**src/bltf_pkg.sv**
```systemverilog
// ----------------------------------------------------------------------------
// bltf_pkg - backlight timeout/fade controller shared definitions
// Widths, constants, codes and the controller/datapath handshake structs.
// ----------------------------------------------------------------------------
`default_nettype none

package bltf_pkg;

  // Fade and level scaling constants
  localparam int FADE_STEPS = 50;
  localparam int FULL_LEVEL = 8499;
  localparam int PCT_MAX    = 100;

  // Field widths
  localparam int LEVEL_W   = 14;
  localparam int PCT_W     = 7;
  localparam int TICKS_W   = 16;
  localparam int ELAPSED_W = 10;
  localparam int MODE_W    = 2;

  // Derived widths
  localparam int PASS_W    = $clog2(FADE_STEPS + 1);
  localparam int FSTEP_W   = $clog2(FULL_LEVEL / FADE_STEPS + 1);
  localparam int DIV_CNT_W = $clog2(LEVEL_W);

  // level / fade steps as a reciprocal multiply, exact for every level up to
  // full level: step = (level * FADE_RECIP) >> FADE_SHIFT
  localparam int FADE_SHIFT  = 18;
  localparam int FADE_RECIP  = ((1 << FADE_SHIFT) + FADE_STEPS - 1) / FADE_STEPS;
  localparam int FADE_PROD_W = FADE_SHIFT + FSTEP_W;

  typedef enum logic {
    CMD_TICK = 1'b0,
    CMD_ON   = 1'b1
  } item_cmd_t;

  typedef enum logic [MODE_W-1:0] {
    MODE_OFF  = 2'd0,
    MODE_ON   = 2'd1,
    MODE_FADE = 2'd2
  } mode_t;

  // Operand selection for the shared divider
  typedef enum logic [1:0] {
    DIV_PCT  = 2'd0,  // 100 / pct
    DIV_LVL  = 2'd1   // full level / (100 / pct)
  } div_sel_t;

  typedef struct packed {
    logic     capture;
    logic     div_start;
    div_sel_t div_sel;
    logic     commit;
  } ctl_cmd_t;

  typedef struct packed {
    logic  on_req;
    logic  pct_zero;
    logic  div_done;
    logic  out_free;
  } ctl_sts_t;

endpackage

`default_nettype wire

```
**src/bltf_if.sv**
```systemverilog
// ----------------------------------------------------------------------------
// bltf_if - item channels of the backlight controller
// Valid/ready channels for input items and result items.
// ----------------------------------------------------------------------------
`default_nettype none

interface bltf_in_if;
  logic                             valid;
  logic                             ready;
  logic                             command;
  logic [bltf_pkg::PCT_W-1:0]       percent;
  logic [bltf_pkg::TICKS_W-1:0]     on_ticks;
  logic [bltf_pkg::ELAPSED_W-1:0]   elapsed_ticks;

  modport source (
    output valid, command, percent, on_ticks, elapsed_ticks,
    input  ready
  );
  modport sink (
    input  valid, command, percent, on_ticks, elapsed_ticks,
    output ready
  );
endinterface

interface bltf_out_if;
  logic                             valid;
  logic                             ready;
  logic [bltf_pkg::LEVEL_W-1:0]     pwm_level;
  logic [bltf_pkg::MODE_W-1:0]      mode;

  modport source (
    output valid, pwm_level, mode,
    input  ready
  );
  modport sink (
    input  valid, pwm_level, mode,
    output ready
  );
endinterface

`default_nettype wire

```
**src/bltf_div.sv**
```systemverilog
// ----------------------------------------------------------------------------
// bltf_div - shared restoring divider
// One quotient bit per cycle; done pulses once the last bit is in.
// ----------------------------------------------------------------------------
`default_nettype none

module bltf_div (
  input  wire logic                          clk,
  input  wire logic                          rst_n,
  input  wire logic                          start,
  input  wire logic [bltf_pkg::LEVEL_W-1:0]  dividend,
  input  wire logic [bltf_pkg::PCT_W-1:0]    divisor,
  output logic      [bltf_pkg::LEVEL_W-1:0]  quotient,
  output logic                               done
);

  logic                             busy_r;
  logic                             done_r;
  logic [bltf_pkg::DIV_CNT_W-1:0]   cnt_r;
  logic [bltf_pkg::PCT_W-1:0]       rem_r;
  logic [bltf_pkg::PCT_W-1:0]       rem_nxt;
  logic [bltf_pkg::LEVEL_W-1:0]     quo_r;
  logic [bltf_pkg::PCT_W-1:0]       dvs_r;
  logic [bltf_pkg::PCT_W:0]         trial;
  logic [bltf_pkg::PCT_W:0]         diff;
  logic                             fits;
  logic                             last;

  // bring down the next dividend bit, subtract if it fits
  always_comb begin
    trial   = {rem_r, quo_r[bltf_pkg::LEVEL_W-1]};
    fits    = (trial >= {1'b0, dvs_r});
    diff    = trial - {1'b0, dvs_r};
    rem_nxt = fits ? diff[bltf_pkg::PCT_W-1:0] : trial[bltf_pkg::PCT_W-1:0];
    last    = (cnt_r == bltf_pkg::DIV_CNT_W'(bltf_pkg::LEVEL_W - 1));
  end

  always_ff @(posedge clk) begin
    if (!rst_n) begin
      busy_r <= 1'b0;
      done_r <= 1'b0;
    end else begin
      done_r <= 1'b0;
      if (start) begin
        busy_r <= 1'b1;
      end else if (busy_r && last) begin
        busy_r <= 1'b0;
        done_r <= 1'b1;
      end
    end
  end

  always_ff @(posedge clk) begin
    if (start) begin
      cnt_r <= '0;
      rem_r <= '0;
      quo_r <= dividend;
      dvs_r <= divisor;
    end else if (busy_r) begin
      cnt_r <= cnt_r + 1'b1;
      rem_r <= rem_nxt;
      quo_r <= {quo_r[bltf_pkg::LEVEL_W-2:0], fits};
    end
  end

  assign quotient = quo_r;
  assign done     = done_r;

endmodule

`default_nettype wire

```
**src/bltf_dp.sv**
```systemverilog
// ----------------------------------------------------------------------------
// bltf_dp - backlight controller datapath
// Item capture, light state, shared divider and the result register.
// ----------------------------------------------------------------------------
`default_nettype none

module bltf_dp (
  input  wire logic                            clk,
  input  wire logic                            rst_n,
  input  wire bltf_pkg::ctl_cmd_t              cmd,
  output bltf_pkg::ctl_sts_t                   sts,
  input  wire logic                            in_command,
  input  wire logic [bltf_pkg::PCT_W-1:0]      in_percent,
  input  wire logic [bltf_pkg::TICKS_W-1:0]    in_on_ticks,
  input  wire logic [bltf_pkg::ELAPSED_W-1:0]  in_elapsed_ticks,
  input  wire logic                            out_ready,
  output logic                                 out_valid,
  output logic      [bltf_pkg::LEVEL_W-1:0]    out_pwm_level,
  output logic      [bltf_pkg::MODE_W-1:0]     out_mode
);

  // captured item
  bltf_pkg::item_cmd_t              item_cmd_r;
  logic [bltf_pkg::PCT_W-1:0]       item_pct_r;
  logic [bltf_pkg::TICKS_W-1:0]     item_ticks_r;
  logic [bltf_pkg::ELAPSED_W-1:0]   item_elapsed_r;
  logic [bltf_pkg::PCT_W-1:0]       pct_sat;

  // light state
  bltf_pkg::mode_t                  mode_r, mode_nxt;
  logic [bltf_pkg::LEVEL_W-1:0]     level_r, level_nxt;
  logic [bltf_pkg::TICKS_W-1:0]     time_left_r, time_left_nxt;
  logic [bltf_pkg::FSTEP_W-1:0]     fade_step_r, fade_step_nxt;
  logic [bltf_pkg::PASS_W-1:0]      passes_r, passes_nxt;
  logic [bltf_pkg::PASS_W-1:0]      pass_dec;
  logic [bltf_pkg::LEVEL_W-1:0]     step_ext;
  logic [bltf_pkg::FADE_PROD_W-1:0] fade_prod;

  // result register
  logic                             out_valid_r;
  logic [bltf_pkg::LEVEL_W-1:0]     out_level_r;
  bltf_pkg::mode_t                  out_mode_r;

  // divider
  logic [bltf_pkg::LEVEL_W-1:0]     div_dividend;
  logic [bltf_pkg::PCT_W-1:0]       div_divisor;
  logic [bltf_pkg::LEVEL_W-1:0]     div_q;
  logic                             div_done;
  logic                             pct_zero;
  logic                             expire;

  assign pct_sat = (in_percent > bltf_pkg::PCT_W'(bltf_pkg::PCT_MAX))
                   ? bltf_pkg::PCT_W'(bltf_pkg::PCT_MAX) : in_percent;

  always_ff @(posedge clk) begin
    if (cmd.capture) begin
      item_cmd_r     <= bltf_pkg::item_cmd_t'(in_command);
      item_pct_r     <= pct_sat;
      item_ticks_r   <= in_on_ticks;
      item_elapsed_r <= in_elapsed_ticks;
    end
  end

  assign pct_zero = (item_pct_r == '0);
  assign expire   = (bltf_pkg::TICKS_W'(item_elapsed_r) > time_left_r);

  // fade step = level / fade steps; the level never exceeds full level, so
  // the product fits and the quotient is exact
  assign fade_prod = bltf_pkg::FADE_PROD_W'(level_r)
                   * bltf_pkg::FADE_PROD_W'(bltf_pkg::FADE_RECIP);

  always_comb begin
    case (cmd.div_sel)
      bltf_pkg::DIV_LVL: begin
        div_dividend = bltf_pkg::LEVEL_W'(bltf_pkg::FULL_LEVEL);
        div_divisor  = div_q[bltf_pkg::PCT_W-1:0];  // 100/pct never exceeds 100
      end
      default: begin
        div_dividend = bltf_pkg::LEVEL_W'(bltf_pkg::PCT_MAX);
        div_divisor  = item_pct_r;
      end
    endcase
  end

  bltf_div u_div (
    .clk      (clk),
    .rst_n    (rst_n),
    .start    (cmd.div_start),
    .dividend (div_dividend),
    .divisor  (div_divisor),
    .quotient (div_q),
    .done     (div_done)
  );

  // state update for the captured item
  always_comb begin
    mode_nxt      = mode_r;
    level_nxt     = level_r;
    time_left_nxt = time_left_r;
    fade_step_nxt = fade_step_r;
    passes_nxt    = passes_r;
    pass_dec      = passes_r - 1'b1;
    step_ext      = bltf_pkg::LEVEL_W'(fade_step_r);
    if (item_cmd_r == bltf_pkg::CMD_ON) begin
      mode_nxt      = bltf_pkg::MODE_ON;
      level_nxt     = pct_zero ? '0 : div_q;
      time_left_nxt = item_ticks_r;
      fade_step_nxt = '0;
      passes_nxt    = '0;
    end else begin
      case (mode_r)
        bltf_pkg::MODE_FADE: begin
          level_nxt  = (level_r >= step_ext) ? level_r - step_ext : '0;
          passes_nxt = pass_dec;
          if (pass_dec == '0) begin
            mode_nxt  = bltf_pkg::MODE_OFF;
            level_nxt = '0;
          end
        end
        bltf_pkg::MODE_ON: begin
          // level is unchanged while on: it was set from the same percent
          if (expire) begin
            mode_nxt      = bltf_pkg::MODE_FADE;
            time_left_nxt = '0;
            fade_step_nxt = fade_prod[bltf_pkg::FADE_PROD_W-1 -: bltf_pkg::FSTEP_W];
            passes_nxt    = bltf_pkg::PASS_W'(bltf_pkg::FADE_STEPS);
          end else begin
            time_left_nxt = time_left_r - bltf_pkg::TICKS_W'(item_elapsed_r);
          end
        end
        default: begin
        end
      endcase
    end
  end

  always_ff @(posedge clk) begin
    if (!rst_n) begin
      mode_r      <= bltf_pkg::MODE_OFF;
      level_r     <= '0;
      time_left_r <= '0;
      fade_step_r <= '0;
      passes_r    <= '0;
      out_valid_r <= 1'b0;
    end else begin
      if (cmd.commit) begin
        mode_r      <= mode_nxt;
        level_r     <= level_nxt;
        time_left_r <= time_left_nxt;
        fade_step_r <= fade_step_nxt;
        passes_r    <= passes_nxt;
        out_valid_r <= 1'b1;
      end else if (out_ready) begin
        out_valid_r <= 1'b0;
      end
    end
  end

  always_ff @(posedge clk) begin
    if (cmd.commit) begin
      out_level_r <= level_nxt;
      out_mode_r  <= mode_nxt;
    end
  end

  always_comb begin
    sts.on_req   = (item_cmd_r == bltf_pkg::CMD_ON);
    sts.pct_zero = pct_zero;
    sts.div_done = div_done;
    sts.out_free = !out_valid_r || out_ready;
  end

  assign out_valid     = out_valid_r;
  assign out_pwm_level = out_level_r;
  assign out_mode      = out_mode_r;

endmodule

`default_nettype wire

```
**src/bltf_ctrl.sv**
```systemverilog
// ----------------------------------------------------------------------------
// bltf_ctrl - backlight controller sequencer
// Takes one item at a time and steps the datapath through its divisions.
// ----------------------------------------------------------------------------
`default_nettype none

module bltf_ctrl (
  input  wire logic                clk,
  input  wire logic                rst_n,
  input  wire logic                in_valid,
  output logic                     in_ready,
  input  wire bltf_pkg::ctl_sts_t  sts,
  output bltf_pkg::ctl_cmd_t       cmd
);

  typedef enum logic [2:0] {
    S_IDLE   = 3'd0,
    S_DECODE = 3'd1,
    S_DIV_A  = 3'd2,
    S_DIV_B  = 3'd3,
    S_APPLY  = 3'd4
  } state_t;

  state_t state_r, state_nxt;
  logic   ready_r;

  always_comb begin
    state_nxt     = state_r;
    cmd.capture   = 1'b0;
    cmd.div_start = 1'b0;
    cmd.div_sel   = bltf_pkg::DIV_PCT;
    cmd.commit    = 1'b0;
    case (state_r)
      S_IDLE: begin
        if (in_valid) begin
          cmd.capture = 1'b1;
          state_nxt   = S_DECODE;
        end
      end
      S_DECODE: begin
        if (sts.on_req && !sts.pct_zero) begin
          cmd.div_start = 1'b1;
          cmd.div_sel   = bltf_pkg::DIV_PCT;
          state_nxt     = S_DIV_A;
        end else begin
          state_nxt = S_APPLY;
        end
      end
      S_DIV_A: begin
        if (sts.div_done) begin
          cmd.div_start = 1'b1;
          cmd.div_sel   = bltf_pkg::DIV_LVL;
          state_nxt     = S_DIV_B;
        end
      end
      S_DIV_B: begin
        cmd.div_sel = bltf_pkg::DIV_LVL;
        if (sts.div_done) begin
          state_nxt = S_APPLY;
        end
      end
      S_APPLY: begin
        if (sts.out_free) begin
          cmd.commit = 1'b1;
          state_nxt  = S_IDLE;
        end
      end
      default: begin
        state_nxt = S_IDLE;
      end
    endcase
  end

  always_ff @(posedge clk) begin
    if (!rst_n) begin
      state_r <= S_IDLE;
      ready_r <= 1'b1;
    end else begin
      state_r <= state_nxt;
      ready_r <= (state_nxt == S_IDLE);
    end
  end

  assign in_ready = ready_r;

endmodule

`default_nettype wire

```
**src/backlight_timeout_fade_controller_unit.sv**
```systemverilog
// ----------------------------------------------------------------------------
// backlight_timeout_fade_controller_unit - backlight PWM level controller
// Off / on / fade backlight level sequencing driven by tick and on items.
// ----------------------------------------------------------------------------
// Takes one item at a time and returns one result item per input item.
// An on request (command 1) saturates the percent at 100 and sets the PWM
// level to 8499 / (100 / pct), zero for pct 0, then arms the on time. A tick
// (command 0) counts elapsed_ticks off the on time; the tick that overruns it
// switches to fade and takes the per-pass step as level / 50 (a constant
// reciprocal multiply). Each later tick subtracts that step (floored at 0)
// and after 50 passes the light goes off at level 0. An on request restarts
// the on period in any mode. An on request with a non-zero percent runs
// the one shared restoring divider twice, one quotient bit per cycle over
// 14 bits; every other item skips it. The next item is taken the cycle
// after the result is registered. A waiting result does not stall the next
// item's work, only its final write-back.
// ----------------------------------------------------------------------------
`default_nettype none

module backlight_timeout_fade_controller_unit (
  input  wire logic   clk,
  input  wire logic   rst_n,
  bltf_in_if.sink     in_ch,
  bltf_out_if.source  out_ch
);

  bltf_pkg::ctl_cmd_t ctl_cmd;
  bltf_pkg::ctl_sts_t ctl_sts;

  // sequencer: item intake and division steps
  bltf_ctrl u_ctrl (
    .clk      (clk),
    .rst_n    (rst_n),
    .in_valid (in_ch.valid),
    .in_ready (in_ch.ready),
    .sts      (ctl_sts),
    .cmd      (ctl_cmd)
  );

  // datapath: light state, divider, result register
  bltf_dp u_dp (
    .clk               (clk),
    .rst_n             (rst_n),
    .cmd               (ctl_cmd),
    .sts               (ctl_sts),
    .in_command        (in_ch.command),
    .in_percent        (in_ch.percent),
    .in_on_ticks       (in_ch.on_ticks),
    .in_elapsed_ticks  (in_ch.elapsed_ticks),
    .out_ready         (out_ch.ready),
    .out_valid         (out_ch.valid),
    .out_pwm_level     (out_ch.pwm_level),
    .out_mode          (out_ch.mode)
  );

  // a result is only written into a free output slot
  a_commit_slot_free: assert property (
    @(posedge clk) disable iff (!rst_n)
    ctl_cmd.commit |-> ctl_sts.out_free
  ) else $error("result written over an untaken result");

  // one item at a time: intake closes after an accept
  a_one_item: assert property (
    @(posedge clk) disable iff (!rst_n)
    (in_ch.valid && in_ch.ready) |=> !in_ch.ready
  ) else $error("second item accepted while one is in progress");

  // the light is dark whenever it is reported off
  a_off_dark: assert property (
    @(posedge clk) disable iff (!rst_n)
    (out_ch.valid && out_ch.mode == bltf_pkg::MODE_OFF) |-> (out_ch.pwm_level == '0)
  ) else $error("non-zero level reported in off mode");

endmodule

`default_nettype wire

```
**src/flat_wrapper.sv**
```systemverilog
// flat-port wrapper written by rule: the top's interface ports become plain ports
module backlight_timeout_fade_controller_unit_flat 
  (clk, rst_n, in_ch_valid, in_ch_command, in_ch_percent, in_ch_on_ticks, in_ch_elapsed_ticks, in_ch_ready, out_ch_valid, out_ch_pwm_level, out_ch_mode, out_ch_ready);
  bltf_in_if in_ch_i ();
  bltf_out_if out_ch_i ();
  input  wire logic clk;
  input  wire logic rst_n;
  input wire logic [$bits(in_ch_i.valid)-1:0] in_ch_valid;
  input wire logic [$bits(in_ch_i.command)-1:0] in_ch_command;
  input wire logic [$bits(in_ch_i.percent)-1:0] in_ch_percent;
  input wire logic [$bits(in_ch_i.on_ticks)-1:0] in_ch_on_ticks;
  input wire logic [$bits(in_ch_i.elapsed_ticks)-1:0] in_ch_elapsed_ticks;
  output wire logic [$bits(in_ch_i.ready)-1:0] in_ch_ready;
  output wire logic [$bits(out_ch_i.valid)-1:0] out_ch_valid;
  output wire logic [$bits(out_ch_i.pwm_level)-1:0] out_ch_pwm_level;
  output wire logic [$bits(out_ch_i.mode)-1:0] out_ch_mode;
  input wire logic [$bits(out_ch_i.ready)-1:0] out_ch_ready;
  assign in_ch_i.valid = in_ch_valid;
  assign in_ch_i.command = in_ch_command;
  assign in_ch_i.percent = in_ch_percent;
  assign in_ch_i.on_ticks = in_ch_on_ticks;
  assign in_ch_i.elapsed_ticks = in_ch_elapsed_ticks;
  assign in_ch_ready = in_ch_i.ready;
  assign out_ch_valid = out_ch_i.valid;
  assign out_ch_pwm_level = out_ch_i.pwm_level;
  assign out_ch_mode = out_ch_i.mode;
  assign out_ch_i.ready = out_ch_ready;
  backlight_timeout_fade_controller_unit u_core (.clk(clk), .rst_n(rst_n), .in_ch(in_ch_i), .out_ch(out_ch_i));
endmodule
```
**config.mk**
```make
export PLATFORM = sky130hd
export DESIGN_NAME = backlight_timeout_fade_controller_unit_flat
export DESIGN_NICKNAME = d
export VERILOG_FILES = /design/src/bltf_pkg.sv /design/src/bltf_if.sv /design/src/bltf_div.sv /design/src/bltf_dp.sv /design/src/bltf_ctrl.sv /design/src/backlight_timeout_fade_controller_unit.sv /design/src/flat_wrapper.sv
export SDC_FILE = /design/constraint.sdc
export NUM_CORES = 1
export LEC_CHECK = 0
export BUFFER_PORTS_ARGS = -buffer_cell sky130_fd_sc_hd__buf_4
export CORE_AREA = 2 2 151 153
export CTS_BUF_LIST = sky130_fd_sc_hd__clkbuf_8
export CTS_CLUSTER_SIZE = 14
export DETAILED_ROUTE_END_ITERATION = 16
export DIE_AREA = 0 0 153 155
export PLACE_DENSITY = 0.63
export SYNTH_ARGS = -nofsm -noshare
export SYNTH_HDL_FRONTEND = slang
export SYNTH_HIERARCHICAL = 1
export SYNTH_SLANG_ARGS = --single-unit
```
**constraint.sdc**
```tcl
create_clock -name clk -period 6.6 [get_ports clk]
set_input_delay 1.32 -clock clk [delete_from_list [all_inputs] [get_ports clk]]
set_output_delay 1.32 -clock clk [all_outputs]
set_load 0.01 [all_outputs]
```
==> run summary <==
=====================================================================================================
Min-delay worst type                                                                     flip-flop to flip-flop
Die Outline Area                                                                         0.0237 sq mm
Total of warnings raised by yosys                                                                   6
Data arrival at the endpoint of the critical path                                             5.82 ns
Finished layout cell area                                                                0.0119 sq mm
Cell taking the most area after synthesis                                                sky130_fd_sc_hd__edfxtp_1
Minimum clock period                                                                          5.43 ns
FF+latch count, synth                                                                             135
Cell types occupying the most area after synthesis                                       sky130_fd_sc_hd__edfxtp_1, sky130_fd_sc_hd__ha_1, sky130_fd_sc_hd__fa_1
Overall power after layout                                                                    2.24 mW
Sort of element at the end of the critical path                                             flip-flop
Root Buffer                                                                              sky130_fd_sc_hd__clkbuf_8
Total area of multi-input combinational cells                                            0.00661 sq mm
Comb power frac                                                                                 0.220
Via count                                                                                        8086
Gr usage total                                                                                  0.213
Die outline height                                                                             155 um
Setup fix buffers added after clock tree synthesis                                                  0
Post-detail-place hpwl                                                                        18.7 mm
Startpoint Class                                                                            flip-flop
Last weighted congestion value of the routability-driven placer                                 0.906
Worst reg-to-reg setup slack                                                                  1.17 ns
Worst-Margin Slew                                                                             1.04 ns
Proportion of register bits with asynchronous set or reset after synthesis                          0
Via count of the first global-routing pass                                                       7950
RSZ-0062 raised after global routing                                                            false
Mux cell area share after synthesis                                                            0.0303
Maximum fanout along the worst path                                                                13
CP required                                                                                   6.99 ns
Worst Hold Path Cells                                                                               2
IO Count                                                                                           56
Clock-pin slew on the worst setup and hold paths                                              0.08 ns
Per-cell routed wire length                                                                   16.8 um
Width of the chip                                                                              153 um
Sequential cell area                                                                     0.00341 sq mm
Portion of synthesized cell area occupied by the leading cell type                              0.197
CTS Sinks                                                                                         135
Synthesized-area fraction occupied by xor and xnor cells                                       0.0178
End of the worst hold path                                                               u_core/u_dp/time_left_r[9]
Rows                                                                                               55
Design internal power                                                                         1.57 mW
Post-synthesis cell count                                                                        1106
Maximum VDD drop                                                                             0.132 mV
Routed Antenna Nets                                                                                 0
Switching power share of the total                                                              0.297
Initial drt markers                                                                               431
Result of the run                                                                           completed
Relative area change from synthesis to final layout                                             9.94%
DRC violation count after routing                                                                   0
Main combinational cell family by area after synthesis                                    adder cells
Wire length of the first global-routing pass                                                  40.5 mm
Share of power burned in registers                                                              0.449
Routed vias/inst                                                                                 5.58
Total congestion overflow after global routing                                                      0
Highest clock frequency the design can meet                                                 0.184 GHz
Final clock skew                                                                            0.0214 ns
Max-slew violation total from the final report                                                      0
Share of synthesized cell area in and, or, nand and nor gates                                   0.120
Number of buffers added on ports                                                                   55
Worst Path Class, Setup                                                                  flip-flop to flip-flop
Clock latency on the worst-skew pair                                                          0.45 ns
Final-report hold violation count                                                                   0
Avg Cell Area, Syn                                                                         9.79 sq um
Largest net degree at the start of global routing                                                  45
H-Tree Depth                                                                                        4
Leak pwr                                                                                      5.42 nW
Starting utilization of the core area                                                           0.487
Start point of the worst min-delay path                                                  u_core/u_dp/time_left_r[9]
Sequential share of the synthesized area                                                        0.315
Cell Area, Placed                                                                        0.0115 sq mm
Post-synthesis share of cell area spent on full adders, half adders and majority gates          0.271
Num CTS Buffers                                                                                    17
Share of the clock period used by the worst path after layout                                   0.823
Count of nets after finishing                                                                    1386
Leading register cell type out of synthesis                                              sky130_fd_sc_hd__edfxtp_1
Detailed Route WL                                                                             24.3 mm
Part of the power in the clock network                                                          0.331
Number of flops mapped to enable cells by yosys                                                    71
Sum of negative setup slack                                                                      0 ns
Placeable core area                                                                      0.0222 sq mm
Net switching power of the design                                                            0.664 mW
Depth of the worst register-to-register path                                                       17
Max-slew headroom at the worst pin                                                              0.301
Clock tree from TritonCTS                                                                       built
Top post-synthesis cells by count                                                        sky130_fd_sc_hd__inv_1, sky130_fd_sc_hd__ha_1, sky130_fd_sc_hd__nand2_1
Number of buffers between clock root and the deepest sink                                           2
Worst flop-to-flop path startpoint                                                       u_core/u_dp/level_r[11]
Power per standard cell area                                                              188 mW/mm^2
Compound-Gate Fraction of Synth Area                                                            0.166
Worst Hold Margin                                                                            0.464 ns
Filler instances                                                                                 2020
Netlist area before placement                                                            0.0108 sq mm
Antenna Diode Count                                                                                 0
Worst r2r dst                                                                            u_core/u_dp/fade_step_r[7]
Post-cts sizing count                                                                               0
Final-report setup violation count                                                                  0
Cell with the most instances after synthesis                                             sky130_fd_sc_hd__inv_1
Antenna violations before repair                                                                    0
Fraction of final layout cells sized beyond drive strength 1                                    0.121
Max Cap Violations                                                                                  0
Number of different library cells in the post-synthesis netlist                                    82
First-pass DRT Iterations                                                                           5
Post-cts hold buffer count                                                                          0
=====================================================================================================
[layout make-up]
| type | instances | area share |
|---|---|---|
| Multi-Input combinational cell | 765 | 0.555 |
| Sequential cell | 135 | 0.287 |
| Inverter | 170 | 0.0536 |
| Timing Repair Buffer | 63 | 0.0397 |
| Tap cell | 285 | 0.0299 |
| Clock buffer | 17 | 0.0196 |
| Clock inverter | 15 | 0.0158 |
[power by group through the flow]
stage | combinational, mW | sequential, mW | clock, mW
final | 0.493 | 1.00 | 0.739
after global routing | 0.559 | 1.01 | 0.799
after CTS | 0.497 | 1.00 | 0.762
after detailed placement | 0.495 | 1.02 | 0
after global placement | 0.488 | 1.02 | 0
after floorplan | 0.393 | 1.01 | 0
[metal layers]
metal  GRT usage  up-vias  routed length [um]
met5           0        -                   0
met4      0.0653        0                 438
met3      0.0393       27                1070
met2       0.351      181               11700
met1       0.287     3886               11100
li1            -     3992                   -
[placed cells by master (no fill, tap or decap), types with 13 or more instances in the layout]
cell	count
sky130_fd_sc_hd__dfxtp_1	64
sky130_fd_sc_hd__clkbuf_8	17
sky130_fd_sc_hd__nor3_1	17
sky130_fd_sc_hd__a21oi_1	48
sky130_fd_sc_hd__a21o_1	16
sky130_fd_sc_hd__xnor2_1	13
sky130_fd_sc_hd__nand2_1	73
sky130_fd_sc_hd__nand3_1	13
sky130_fd_sc_hd__o21ai_0	47
sky130_fd_sc_hd__edfxtp_1	71
sky130_fd_sc_hd__fa_1	65
sky130_fd_sc_hd__inv_1	169
sky130_fd_sc_hd__ha_1	131
sky130_fd_sc_hd__buf_4	63
sky130_fd_sc_hd__mux2_2	22
sky130_fd_sc_hd__nor2_1	65
[registers in the layout, summed over array words and instances, names as in the netlist, 2 cells and up]
name	cells
u_core/u_dp/out_pwm_level	14
u_core/u_ctrl/state_r	3
u_core/u_dp/mode_r	2
u_core/u_dp/time_left_r	16
u_core/u_dp/item_ticks_r	16
u_core/u_dp/fade_step_r	8
u_core/u_dp/level_r	14
u_core/u_dp/item_pct_r	7
u_core/u_dp/u_div/dvs_r	7
u_core/u_dp/out_mode	2
u_core/u_dp/u_div/rem_r	7
u_core/u_dp/u_div/quotient	14
u_core/u_dp/u_div/cnt_r	4
u_core/u_dp/item_elapsed_r	10
u_core/u_dp/passes_r	6
[worst max-delay path: stages, from the launching register on]
cell                      delay [ns]
sky130_fd_sc_hd__dfxtp_1        0.71
sky130_fd_sc_hd__fa_1           0.53
sky130_fd_sc_hd__ha_1           0.29
sky130_fd_sc_hd__inv_1          0.04
sky130_fd_sc_hd__fa_1           0.47
sky130_fd_sc_hd__inv_1          0.05
sky130_fd_sc_hd__fa_1           0.53
sky130_fd_sc_hd__inv_1          0.06
sky130_fd_sc_hd__fa_1           0.53
sky130_fd_sc_hd__inv_1          0.05
sky130_fd_sc_hd__ha_1           0.31
sky130_fd_sc_hd__a21oi_1        0.16
sky130_fd_sc_hd__o21ai_0        0.21
sky130_fd_sc_hd__or3_1          0.35
sky130_fd_sc_hd__nor3_1         0.36
sky130_fd_sc_hd__o31ai_1        0.22
sky130_fd_sc_hd__o41a_1         0.44
sky130_fd_sc_hd__nand2_1        0.07
[per-stage QoR]
stage / util / setup WS [ns] / cells
finish: 0.536 / 1.17 / 1450
global route: 0.536 / 0.806 / 1450
CTS: 0.536 / 1.15 / 1450
detailed placement: 0.517 / 1.17 / 1418
global placement: 0.517 / 1.23 / 1418
floorplan: - / 1.25 / 1111
[worst max-delay path by stage]
stage                            start                          to  slack [ns]  depth (start not counted)
6_report       u_core/u_dp/level_r[11]  u_core/u_dp/fade_step_r[7]        1.17                         17
2_1_floorplan              in_ch_valid      u_core/u_dp/item_cmd_r        1.25                          1
3_5_place_dp   u_core/u_dp/level_r[11]  u_core/u_dp/fade_step_r[7]        1.17                         17
4_1_cts        u_core/u_dp/level_r[11]  u_core/u_dp/fade_step_r[7]        1.15                         17
3_3_place_gp   u_core/u_dp/level_r[11]  u_core/u_dp/fade_step_r[7]        1.23                         17
5_1_grt        u_core/u_dp/level_r[11]  u_core/u_dp/fade_step_r[7]        0.81                         17
[kinds of logic (layout without fill, tap and decap cells)]
| family | count (synthesis) | after routing |
|---|---|---|
| DFF | 135 | 135 |
| adders and majority gates | 196 | 196 |
| other | 3 | 8 |
| AOI/OAI and AO/OA | 250 | 250 |
| xor gates and xnor gates | 22 | 22 |
| and+or+nand+nor | 259 | 259 |
| muxes | 30 | 30 |
| buffers and inverters | 211 | 265 |
Note: power is estimated with default switching activity, not from simulation.
